===== src/hw/rtl/usart8251_pkg.sv =====
// Types, codes and constants of the 8251-style USART register model.
// No dependencies; imported by the core and its checker.
package usart8251_pkg;

  // Bus access kinds.
  localparam logic [2:0] MODE_RESET    = 3'd0;
  localparam logic [2:0] MODE_CTRL_WR  = 3'd1;
  localparam logic [2:0] MODE_DATA_WR  = 3'd2;
  localparam logic [2:0] MODE_RX_BYTE  = 3'd3;
  localparam logic [2:0] MODE_STAT_RD  = 3'd4;
  localparam logic [2:0] MODE_DATA_RD  = 3'd5;

  // Control-write sequencer states.
  localparam logic [2:0] LINE_AWAIT_MODE = 3'd0;
  localparam logic [2:0] LINE_SYNC_CHAR1 = 3'd1;
  localparam logic [2:0] LINE_SYNC_CHAR2 = 3'd2;
  localparam logic [2:0] LINE_SYNC       = 3'd3;
  localparam logic [2:0] LINE_ASYNC      = 3'd4;

  // Status bits and command/mode bits.
  localparam logic [7:0] ST_RESET   = 8'h05;
  localparam logic [7:0] ST_RXRDY   = 8'h02;
  localparam logic [7:0] ST_OE      = 8'h10;
  localparam logic [7:0] ST_ERRORS  = 8'h38;
  localparam logic [7:0] CMD_IRESET = 8'h40;
  localparam logic [7:0] CMD_ERRCLR = 8'h10;
  localparam logic [7:0] CMD_RXE    = 8'h04;
  localparam logic [7:0] CMD_TXEN   = 8'h01;
  localparam logic [7:0] MODE_PEN   = 8'h10;
  localparam logic [7:0] MODE_EVEN  = 8'h20;

  localparam logic [1:0] PARITY_NONE = 2'd0;
  localparam logic [1:0] PARITY_ODD  = 2'd1;
  localparam logic [1:0] PARITY_EVEN = 2'd2;

  localparam int unsigned BASE_CLOCK = 1200 * 64;
  localparam int BAUD_W = 17;
  localparam logic [3:0] LEN_RESET = 4'd5;

  // Baud value for each rate field; field 0 selects sync mode instead.
  localparam logic [BAUD_W-1:0] BAUD_TABLE [4] = '{
    BAUD_W'(BASE_CLOCK / 1), BAUD_W'(BASE_CLOCK / 1),
    BAUD_W'(BASE_CLOCK / 16), BAUD_W'(BASE_CLOCK / 64)
  };

  typedef struct packed {
    logic [2:0] mode;
    logic [7:0] data_byte;
  } access_t;

  typedef struct packed {
    logic [7:0]        read_data;
    logic              raise_rx_interrupt;
    logic              lower_request;
    logic [BAUD_W-1:0] async_baud;
    logic [3:0]        char_bits;
    logic [1:0]        parity_kind;
    logic [1:0]        stop_code;
    logic [2:0]        line_mode;
    logic              rx_enabled;
    logic              tx_enabled;
  } result_t;

  function automatic logic [1:0] parity_of(input logic [7:0] d);
    if ((d & MODE_PEN) == 8'h00) begin
      return PARITY_NONE;
    end
    return ((d & MODE_EVEN) != 8'h00) ? PARITY_EVEN : PARITY_ODD;
  endfunction

endpackage


===== src/hw/rtl/usart_8251_register_model_core.sv =====
// Top level of the 8251-style USART register model: state update and result queue.
// Depends on usart8251_pkg.
//
//   channel   | valid         | stall         | payload
//   ----------+---------------+---------------+-------------------------
//   access    | access_valid  | access_stall  | access (access_t)
//   result    | result_valid  | result_stall  | result (result_t)
//
// Every accepted access yields exactly one result, computed in the same cycle
// from the current registers and registered; one access per cycle is sustained
// while access_stall is low. A result register backed by a one-entry skid
// register decouples the two sides, so an access is still taken while a result
// waits. access_stall rises only when both entries hold results. Reset is
// synchronous and restores the power-up register values and empty queues.
module usart_8251_register_model_core (
  input  logic                   clk,
  input  logic                   rst,
  input  logic                   access_valid,
  output logic                   access_stall,
  input  usart8251_pkg::access_t access,
  output logic                   result_valid,
  input  logic                   result_stall,
  output usart8251_pkg::result_t result
);
  import usart8251_pkg::*;

  // Architectural registers of the USART.
  logic [2:0]        line_state, line_state_next;
  logic [7:0]        status_bits, status_bits_next;
  logic [7:0]        held_byte, held_byte_next;
  logic [BAUD_W-1:0] baud_value, baud_value_next;
  logic [3:0]        length_bits, length_bits_next;
  logic [1:0]        parity_setting, parity_setting_next;
  logic [1:0]        stop_setting, stop_setting_next;
  logic              receive_on, receive_on_next;
  logic              transmit_on, transmit_on_next;

  logic [7:0] read_next;
  logic       irq_next;
  logic       lower_next;
  result_t    result_next;

  // Output queue: the visible result register plus a skid entry.
  result_t skid;
  logic    skid_valid;

  logic accept;
  logic take;
  logic [7:0] d;

  assign d            = access.data_byte;
  assign access_stall = skid_valid;
  assign accept       = access_valid && !access_stall;
  assign take         = result_valid && !result_stall;

  // Next register values for the access on the port.
  always_comb begin
    line_state_next     = line_state;
    status_bits_next    = status_bits;
    held_byte_next      = held_byte;
    baud_value_next     = baud_value;
    length_bits_next    = length_bits;
    parity_setting_next = parity_setting;
    stop_setting_next   = stop_setting;
    receive_on_next     = receive_on;
    transmit_on_next    = transmit_on;
    read_next           = 8'h00;
    irq_next            = 1'b0;
    lower_next          = 1'b0;

    unique case (access.mode)
      MODE_RESET: begin
        // Software reset keeps the settings, enables and held byte.
        line_state_next  = LINE_AWAIT_MODE;
        status_bits_next = ST_RESET;
      end
      MODE_CTRL_WR: begin
        unique case (line_state) inside
          LINE_AWAIT_MODE: begin
            if (d[1:0] != 2'b00) begin
              line_state_next     = LINE_ASYNC;
              baud_value_next     = BAUD_TABLE[d[1:0]];
              length_bits_next    = LEN_RESET + {2'b00, d[3:2]};
              parity_setting_next = parity_of(d);
              stop_setting_next   = d[7:6];
            end else begin
              // A sync mode instruction leaves length and stop code alone.
              line_state_next     = LINE_SYNC_CHAR1;
              baud_value_next     = '0;
              parity_setting_next = parity_of(d);
            end
          end
          LINE_SYNC_CHAR1: line_state_next = LINE_SYNC_CHAR2;
          LINE_SYNC_CHAR2: line_state_next = LINE_SYNC;
          LINE_SYNC, LINE_ASYNC: begin
            if ((d & CMD_IRESET) != 8'h00) begin
              line_state_next = LINE_AWAIT_MODE;
            end else begin
              if ((d & CMD_ERRCLR) != 8'h00) begin
                status_bits_next = status_bits & ~ST_ERRORS;
              end
              receive_on_next  = (d & CMD_RXE) != 8'h00;
              transmit_on_next = (d & CMD_TXEN) != 8'h00;
            end
          end
          default: line_state_next = LINE_AWAIT_MODE;
        endcase
      end
      MODE_RX_BYTE: begin
        if (receive_on) begin
          held_byte_next = d;
          // A byte landing on an unread one flags an overrun.
          if ((status_bits & ST_RXRDY) != 8'h00) begin
            status_bits_next = status_bits | ST_OE | ST_RXRDY;
          end else begin
            status_bits_next = status_bits | ST_RXRDY;
          end
          irq_next = 1'b1;
        end
      end
      MODE_STAT_RD: read_next = status_bits;
      MODE_DATA_RD: begin
        lower_next       = (status_bits & ST_RXRDY) != 8'h00;
        status_bits_next = status_bits & ~ST_RXRDY;
        read_next        = held_byte;
      end
      default: begin
        // Data writes and the unused codes change nothing.
      end
    endcase
  end

  // The result reports the settings as they stand after the access.
  always_comb begin
    result_next.read_data          = read_next;
    result_next.raise_rx_interrupt = irq_next;
    result_next.lower_request      = lower_next;
    result_next.async_baud         = baud_value_next;
    result_next.char_bits          = length_bits_next;
    result_next.parity_kind        = parity_setting_next;
    result_next.stop_code          = stop_setting_next;
    result_next.line_mode          = line_state_next;
    result_next.rx_enabled         = receive_on_next;
    result_next.tx_enabled         = transmit_on_next;
  end

  always_ff @(posedge clk) begin
    if (rst) begin
      line_state     <= LINE_AWAIT_MODE;
      status_bits    <= ST_RESET;
      held_byte      <= 8'h00;
      baud_value     <= '0;
      length_bits    <= LEN_RESET;
      parity_setting <= PARITY_NONE;
      stop_setting   <= 2'd0;
      receive_on     <= 1'b0;
      transmit_on    <= 1'b0;
    end else if (accept) begin
      line_state     <= line_state_next;
      status_bits    <= status_bits_next;
      held_byte      <= held_byte_next;
      baud_value     <= baud_value_next;
      length_bits    <= length_bits_next;
      parity_setting <= parity_setting_next;
      stop_setting   <= stop_setting_next;
      receive_on     <= receive_on_next;
      transmit_on    <= transmit_on_next;
    end
  end

  // Result queue control. While the skid entry is full no access is taken,
  // so at most one of the two paths into the queue is active in a cycle.
  always_ff @(posedge clk) begin
    if (rst) begin
      result_valid <= 1'b0;
      skid_valid   <= 1'b0;
    end else if (skid_valid) begin
      if (take) begin
        skid_valid <= 1'b0;
      end
    end else if (accept) begin
      if (result_valid && !take) begin
        skid_valid <= 1'b1;
      end else begin
        result_valid <= 1'b1;
      end
    end else if (take) begin
      result_valid <= 1'b0;
    end
  end

  always_ff @(posedge clk) begin
    if (skid_valid) begin
      if (take) begin
        result <= skid;
      end
    end else if (accept) begin
      if (result_valid && !take) begin
        skid <= result_next;
      end else begin
        result <= result_next;
      end
    end
  end

endmodule


===== config.mk =====
export PLATFORM = sky130hd
export DESIGN_NAME = usart_8251_register_model_core
export DESIGN_NICKNAME = d
export VERILOG_FILES = /design/src/hw/rtl/usart8251_pkg.sv /design/src/hw/rtl/usart_8251_register_model_core.sv
export SDC_FILE = /design/constraint.sdc
export NUM_CORES = 1
export LEC_CHECK = 0
export CAP_MARGIN = 20
export CORE_UTILIZATION = 45
export CTS_CLUSTER_DIAMETER = 120
export CTS_CLUSTER_SIZE = 8
export DETAILED_ROUTE_END_ITERATION = 12
export DONT_BUFFER_PORTS = 1
export SYNTH_ARGS = -nofsm -noshare
export SYNTH_HDL_FRONTEND = slang
export SYNTH_SLANG_ARGS = --single-unit

===== constraint.sdc =====
create_clock -name clk -period 3.2 [get_ports clk]
set_input_delay 0.32 -clock clk [delete_from_list [all_inputs] [get_ports clk]]
set_output_delay 0.32 -clock clk [all_outputs]
set_load 0.02 [all_outputs]

==> metrics.md <==
| Metric | Value |
|---|---|
| Number of global-route vias before repair | 3059 |
| Startpoint of the lowest-slack hold path | result_stall |
| Main combinational cell family by area after synthesis | simple AND/OR/NAND/NOR gates |
| Final count of pins violating max slew | 0 |
| Synthesized cell area | 0.005051 sq mm |
| Global route overflow | 0 |
| Number of maximum-capacitance violations | 0 |
| Combined global-route utilization of all metal layers | 0.1981 |
| Normalized max-slew margin | 0.5415 |
| Ant diodes | 0 |
| Cell count of the worst reg-to-reg path | 5 |
| Total buffers and inverters traversed by the critical path | 1 |
| Element type at the critical path start | flop |
| Setup crit end kind | flop |
| Worst setup path start | access_stall |
| Cells taking the most area after synthesis | sky130_fd_sc_hd__edfxtp_1, sky130_fd_sc_hd__dfxtp_1, sky130_fd_sc_hd__mux2_2 |
| Initial antenna violation count | 0 |
| Endpoint of the worst register-to-register path | held_byte[5] |
| CTS tree | built |
| Final worst path period share | 0.7562 |
| First-pass GRT wire length | 16.75 mm |
| Number of clock sinks | 123 |
| Share of cell area taken by muxes after synthesis | 0.1296 |
| Total wire length | 10.48 mm |
| Placed wire-length estimate | 6.455 mm |
| Setup CP Type | flop to flop |
| Cell count after synthesis | 393 |
| Per-cell via count in the routed design | 5.517 |
| Final weighted congestion in routability-driven placement | 0.7679 |
| CTS Root Cell | sky130_fd_sc_hd__clkbuf_8 |
| RSZ-0062 raised after global routing | no |
| Final setup TNS | 0 ns |
| Area taken by multi-input logic gates | 0.001670 sq mm |
| Number of hold violations in the final report | 0 |
| Pin count of the biggest net entering global routing | 32 |
| Fraction of the mapped netlist area in adder cells | 0.002477 |
| Insertion delay of the later-clocked pin in the worst-skew pair | 0.53 ns |
| Post-synthesis sequential area ratio | 0.6460 |
| Post-route cell area | 0.005888 sq mm |
| Total number of placement rows | 38 |
| Initial detailed-routing violation count | 138 |
| Highest-delay cell along the critical path | sky130_fd_sc_hd__dlygate4sd3_1 |
| FF/Latch Area | 0.003264 sq mm |
| Synthesized Nets | 409 |
| Power per unit of standard cell area | 656.8 mW/mm^2 |
| Leakage power | 2.182 nW |
| Area share of and/or/nand/nor cells after synthesis | 0.1298 |
| Run status | finished, final reports clean |
| Fin nets | 421 |
| Maximum operating frequency | 413.3 MHz |
| IO Port Bufs | 0 |
| Share of layout cells above drive strength 1 | 0.2038 |
| Cell area after placement | 0.005175 sq mm |
| Number of buffers inserted by post-CTS setup repair | 0 |
| Core area | 0.01089 sq mm |
| Largest clock skew in the final design | 0.006274 ns |
| Setup slack on the worst flop-to-flop path | 0.78 ns |
| Number of storage elements in the synthesis netlist | 123 |
| Data required, critical path | 3.61 ns |
| Overall die area | 0.01165 sq mm |
| Post-cts resize count | 0 |
| Library cell occupying the most area in the post-synthesis netlist | sky130_fd_sc_hd__edfxtp_1 |
| Crit-path max cell delay | 0.55 ns |
| Depth of the worst hold-timing path | 2 |
| Endpoint of the worst hold-timing path | result_valid |
| Top-Level Pins | 57 |
| Max FO, Critical Path | 27 |
| YS warnings | 0 |
| Proportion of netlist area held by the largest area contributor | 0.4756 |
| Cell chain of the critical path | nand2b_1, nor2_2, mux2i_1, nor2_1, dlygate4sd3_1 |
| Class of the worst hold path | primary input to flop |
| Antenna viol nets, final | 0 |
| Synthesized-area fraction occupied by xor and xnor cells | 0.001734 |
| Reg-to-reg critical path startpoint | access_stall |
| Unique masters post-synth | 44 |
| Setup violation total in the final timing report | 0 |
| Top cell family by delay on the critical path | simple AND/OR/NAND/NOR gates |
| DRC errors left | 0 |
| CTS clock-pin slew for the worst setup and hold paths | 0.06 ns |
| Count of H-tree levels built during CTS | 4 |
| Measured slew at the worst slew-check pin | 0.6878 ns |
| Initial core utilization | 0.4639 |
| Buffer levels on the longest clock path | 2 |
| Clock period minus worst slack | 2.420 ns |
| Mean area per synthesized cell | 12.85 sq um |
| Maximum ir drop on the vdd rail | 0.0003200 V |
| Worst path arrival time | 2.83 ns |
| Detailed-route wire length per cell | 18.82 um |
| Number of buffers added by the clock tree synthesis step | 17 |
| Power after layout | 3.867 mW |
| Number of filler instances in the final layout | 913 |
| Die Width | 107.9 um |
| Total vias in the final route | 3073 |
| Area growth from synthesis to layout | 16.57% |
| Number of hold-repair buffers added at the cts stage | 13 |
| DIE HEIGHT | 107.9 um |
| Length of the first detailed-routing pass in iterations | 4 |
| Synth Area in Compound Gates | 0.06465 |
[cells in the final DEF, fill, tap and decap left out, types with 2 or more instances in the layout]
cell,Yosys,layout
sky130_fd_sc_hd__nor2_2,2,2
sky130_fd_sc_hd__o31ai_1,4,4
sky130_fd_sc_hd__and3_1,15,14
sky130_fd_sc_hd__clkinv_1,0,3
sky130_fd_sc_hd__mux2_2,43,43
sky130_fd_sc_hd__clkbuf_8,0,3
sky130_fd_sc_hd__nand3_1,6,6
sky130_fd_sc_hd__nand2b_1,3,3
sky130_fd_sc_hd__buf_12,0,2
sky130_fd_sc_hd__a211o_1,2,2
sky130_fd_sc_hd__bufinv_16,0,3
sky130_fd_sc_hd__o21ai_1,3,3
sky130_fd_sc_hd__nor3b_1,2,2
sky130_fd_sc_hd__o21ai_0,17,17
sky130_fd_sc_hd__nor3_1,3,3
sky130_fd_sc_hd__clkinv_2,0,3
sky130_fd_sc_hd__dfxtp_1,43,42
sky130_fd_sc_hd__o211ai_1,5,5
sky130_fd_sc_hd__dlygate4sd3_1,0,12
sky130_fd_sc_hd__edfxtp_1,80,80
sky130_fd_sc_hd__clkbuf_16,0,16
sky130_fd_sc_hd__nor2b_1,8,8
sky130_fd_sc_hd__mux2i_1,17,17
sky130_fd_sc_hd__nand2_1,37,37
sky130_fd_sc_hd__clkbuf_1,17,2
sky130_fd_sc_hd__nand4b_1,2,2
sky130_fd_sc_hd__and2_1,7,7
sky130_fd_sc_hd__buf_4,0,3
sky130_fd_sc_hd__a21oi_1,19,18
sky130_fd_sc_hd__nor2_1,26,26
sky130_fd_sc_hd__inv_1,6,6
sky130_fd_sc_hd__or3_1,2,2
[report_power, final]
| group | internal (mW) | switching (mW) |
|---|---|---|
| registers | 1.76 | 0.0850 |
| clock network | 1.21 | 0.645 |
| logic | 0.0692 | 0.0961 |
[cells in the mapped netlist]
library cell and instances:
sky130_fd_sc_hd__edfxtp_1 80, sky130_fd_sc_hd__nor2b_1 8, sky130_fd_sc_hd__xor2_1 1, sky130_fd_sc_hd__or2_2 1
sky130_fd_sc_hd__buf_2 2, sky130_fd_sc_hd__o211ai_1 5, sky130_fd_sc_hd__a211o_1 2, sky130_fd_sc_hd__nor3b_2 1
sky130_fd_sc_hd__nand2_1 37, sky130_fd_sc_hd__a2bb2oi_1 1, sky130_fd_sc_hd__dfxtp_1 43, sky130_fd_sc_hd__and2_1 7
sky130_fd_sc_hd__nand3_1 6, sky130_fd_sc_hd__nor4b_4 1, sky130_fd_sc_hd__o31ai_1 4, sky130_fd_sc_hd__buf_6 2
sky130_fd_sc_hd__nand4b_1 2, sky130_fd_sc_hd__nor3b_1 2, sky130_fd_sc_hd__nor4bb_1 1, sky130_fd_sc_hd__nor2_2 2
sky130_fd_sc_hd__nand2b_1 3, sky130_fd_sc_hd__o21a_1 1, sky130_fd_sc_hd__mux2i_1 17, sky130_fd_sc_hd__mux2_2 43
sky130_fd_sc_hd__a21oi_1 19, sky130_fd_sc_hd__a22oi_1 1, sky130_fd_sc_hd__ha_1 1, sky130_fd_sc_hd__a21o_1 1
sky130_fd_sc_hd__nor4b_1 1, sky130_fd_sc_hd__or3_1 2, sky130_fd_sc_hd__buf_1 3, sky130_fd_sc_hd__inv_1 6
sky130_fd_sc_hd__a31oi_1 1, sky130_fd_sc_hd__a31o_2 1, sky130_fd_sc_hd__o21ai_1 3, sky130_fd_sc_hd__or4b_1 1
sky130_fd_sc_hd__o21ai_0 17, sky130_fd_sc_hd__and3b_1 1, sky130_fd_sc_hd__nor3_1 3, sky130_fd_sc_hd__or4b_4 1
sky130_fd_sc_hd__nor3_4 1, sky130_fd_sc_hd__nor2_1 26, sky130_fd_sc_hd__and3_1 15, sky130_fd_sc_hd__clkbuf_1 17
[metal layers]
| layer | track usage | vias up | wire, um |
|---|---|---|---|
| met3 | 0.07595 | 25 | 572 |
| met5 | 0 | - | 0 |
| met2 | 0.2789 | 91 | 4710 |
| li1 | - | 1453 | - |
| met1 | 0.2655 | 1504 | 4898 |
| met4 | 0.09883 | 0 | 299 |
[sequential cells by signal (all words and copies together), names as in the netlist]
name,cells
length_bits,4
baud_value,17
result,40
status_bits,3
receive_on,1
stop_setting,2
held_byte,8
line_state,3
parity_setting,2
access_stall,1
skid,40
result_valid,1
transmit_on,1
[cell type report]
type                            instances  share of cell area
Sequential cell                       123              0.5544
Clock buffer                           21             0.07629
Tap cell                              140             0.02975
Multi-Input combinational cell        240              0.2837
Inverter                                6            0.003825
Timing Repair Buffer                   17             0.03102
Clock inverter                         10             0.02104
[cell families (layout without fill, tap and decap cells)]
family          count (synthesis)  count (layout)
flops                         123             123
fa+ha+maj                       1               1
compound gates                 56              56
simple gates                  122             122
mux                            60              60
xor+xnor                        1               1
buf+inv                        30              54
[how the worst max path moves through the flow]
| stage | to | slack (ns) | cells past startpoint |
|---|---|---|---|
| 5_1_grt | held_byte[5] | 0.62 | 5 |
| 2_1_floorplan | result[0] | 0.35 | 4 |
| 3_3_place_gp | result[10] | 0.87 | 4 |
| 3_5_place_dp | result[6] | 0.81 | 4 |
| 6_report | held_byte[5] | 0.78 | 5 |
| 4_1_cts | held_byte[5] | 0.78 | 5 |
[per-stage QoR]
stage	hold WS (ns)	setup WS [ns]	util	std cells
after floorplan	0.4151	0.3481	-	393
after global placement	0.3975	0.8671	0.4753	513
after detailed placement	0.4000	0.8115	0.4753	513
after CTS	0.01505	0.7773	0.5408	557
after global routing	0.01933	0.6192	0.5408	557
final	0.03282	0.7802	0.5408	557
Note: power is estimated with default switching activity, not from simulation.
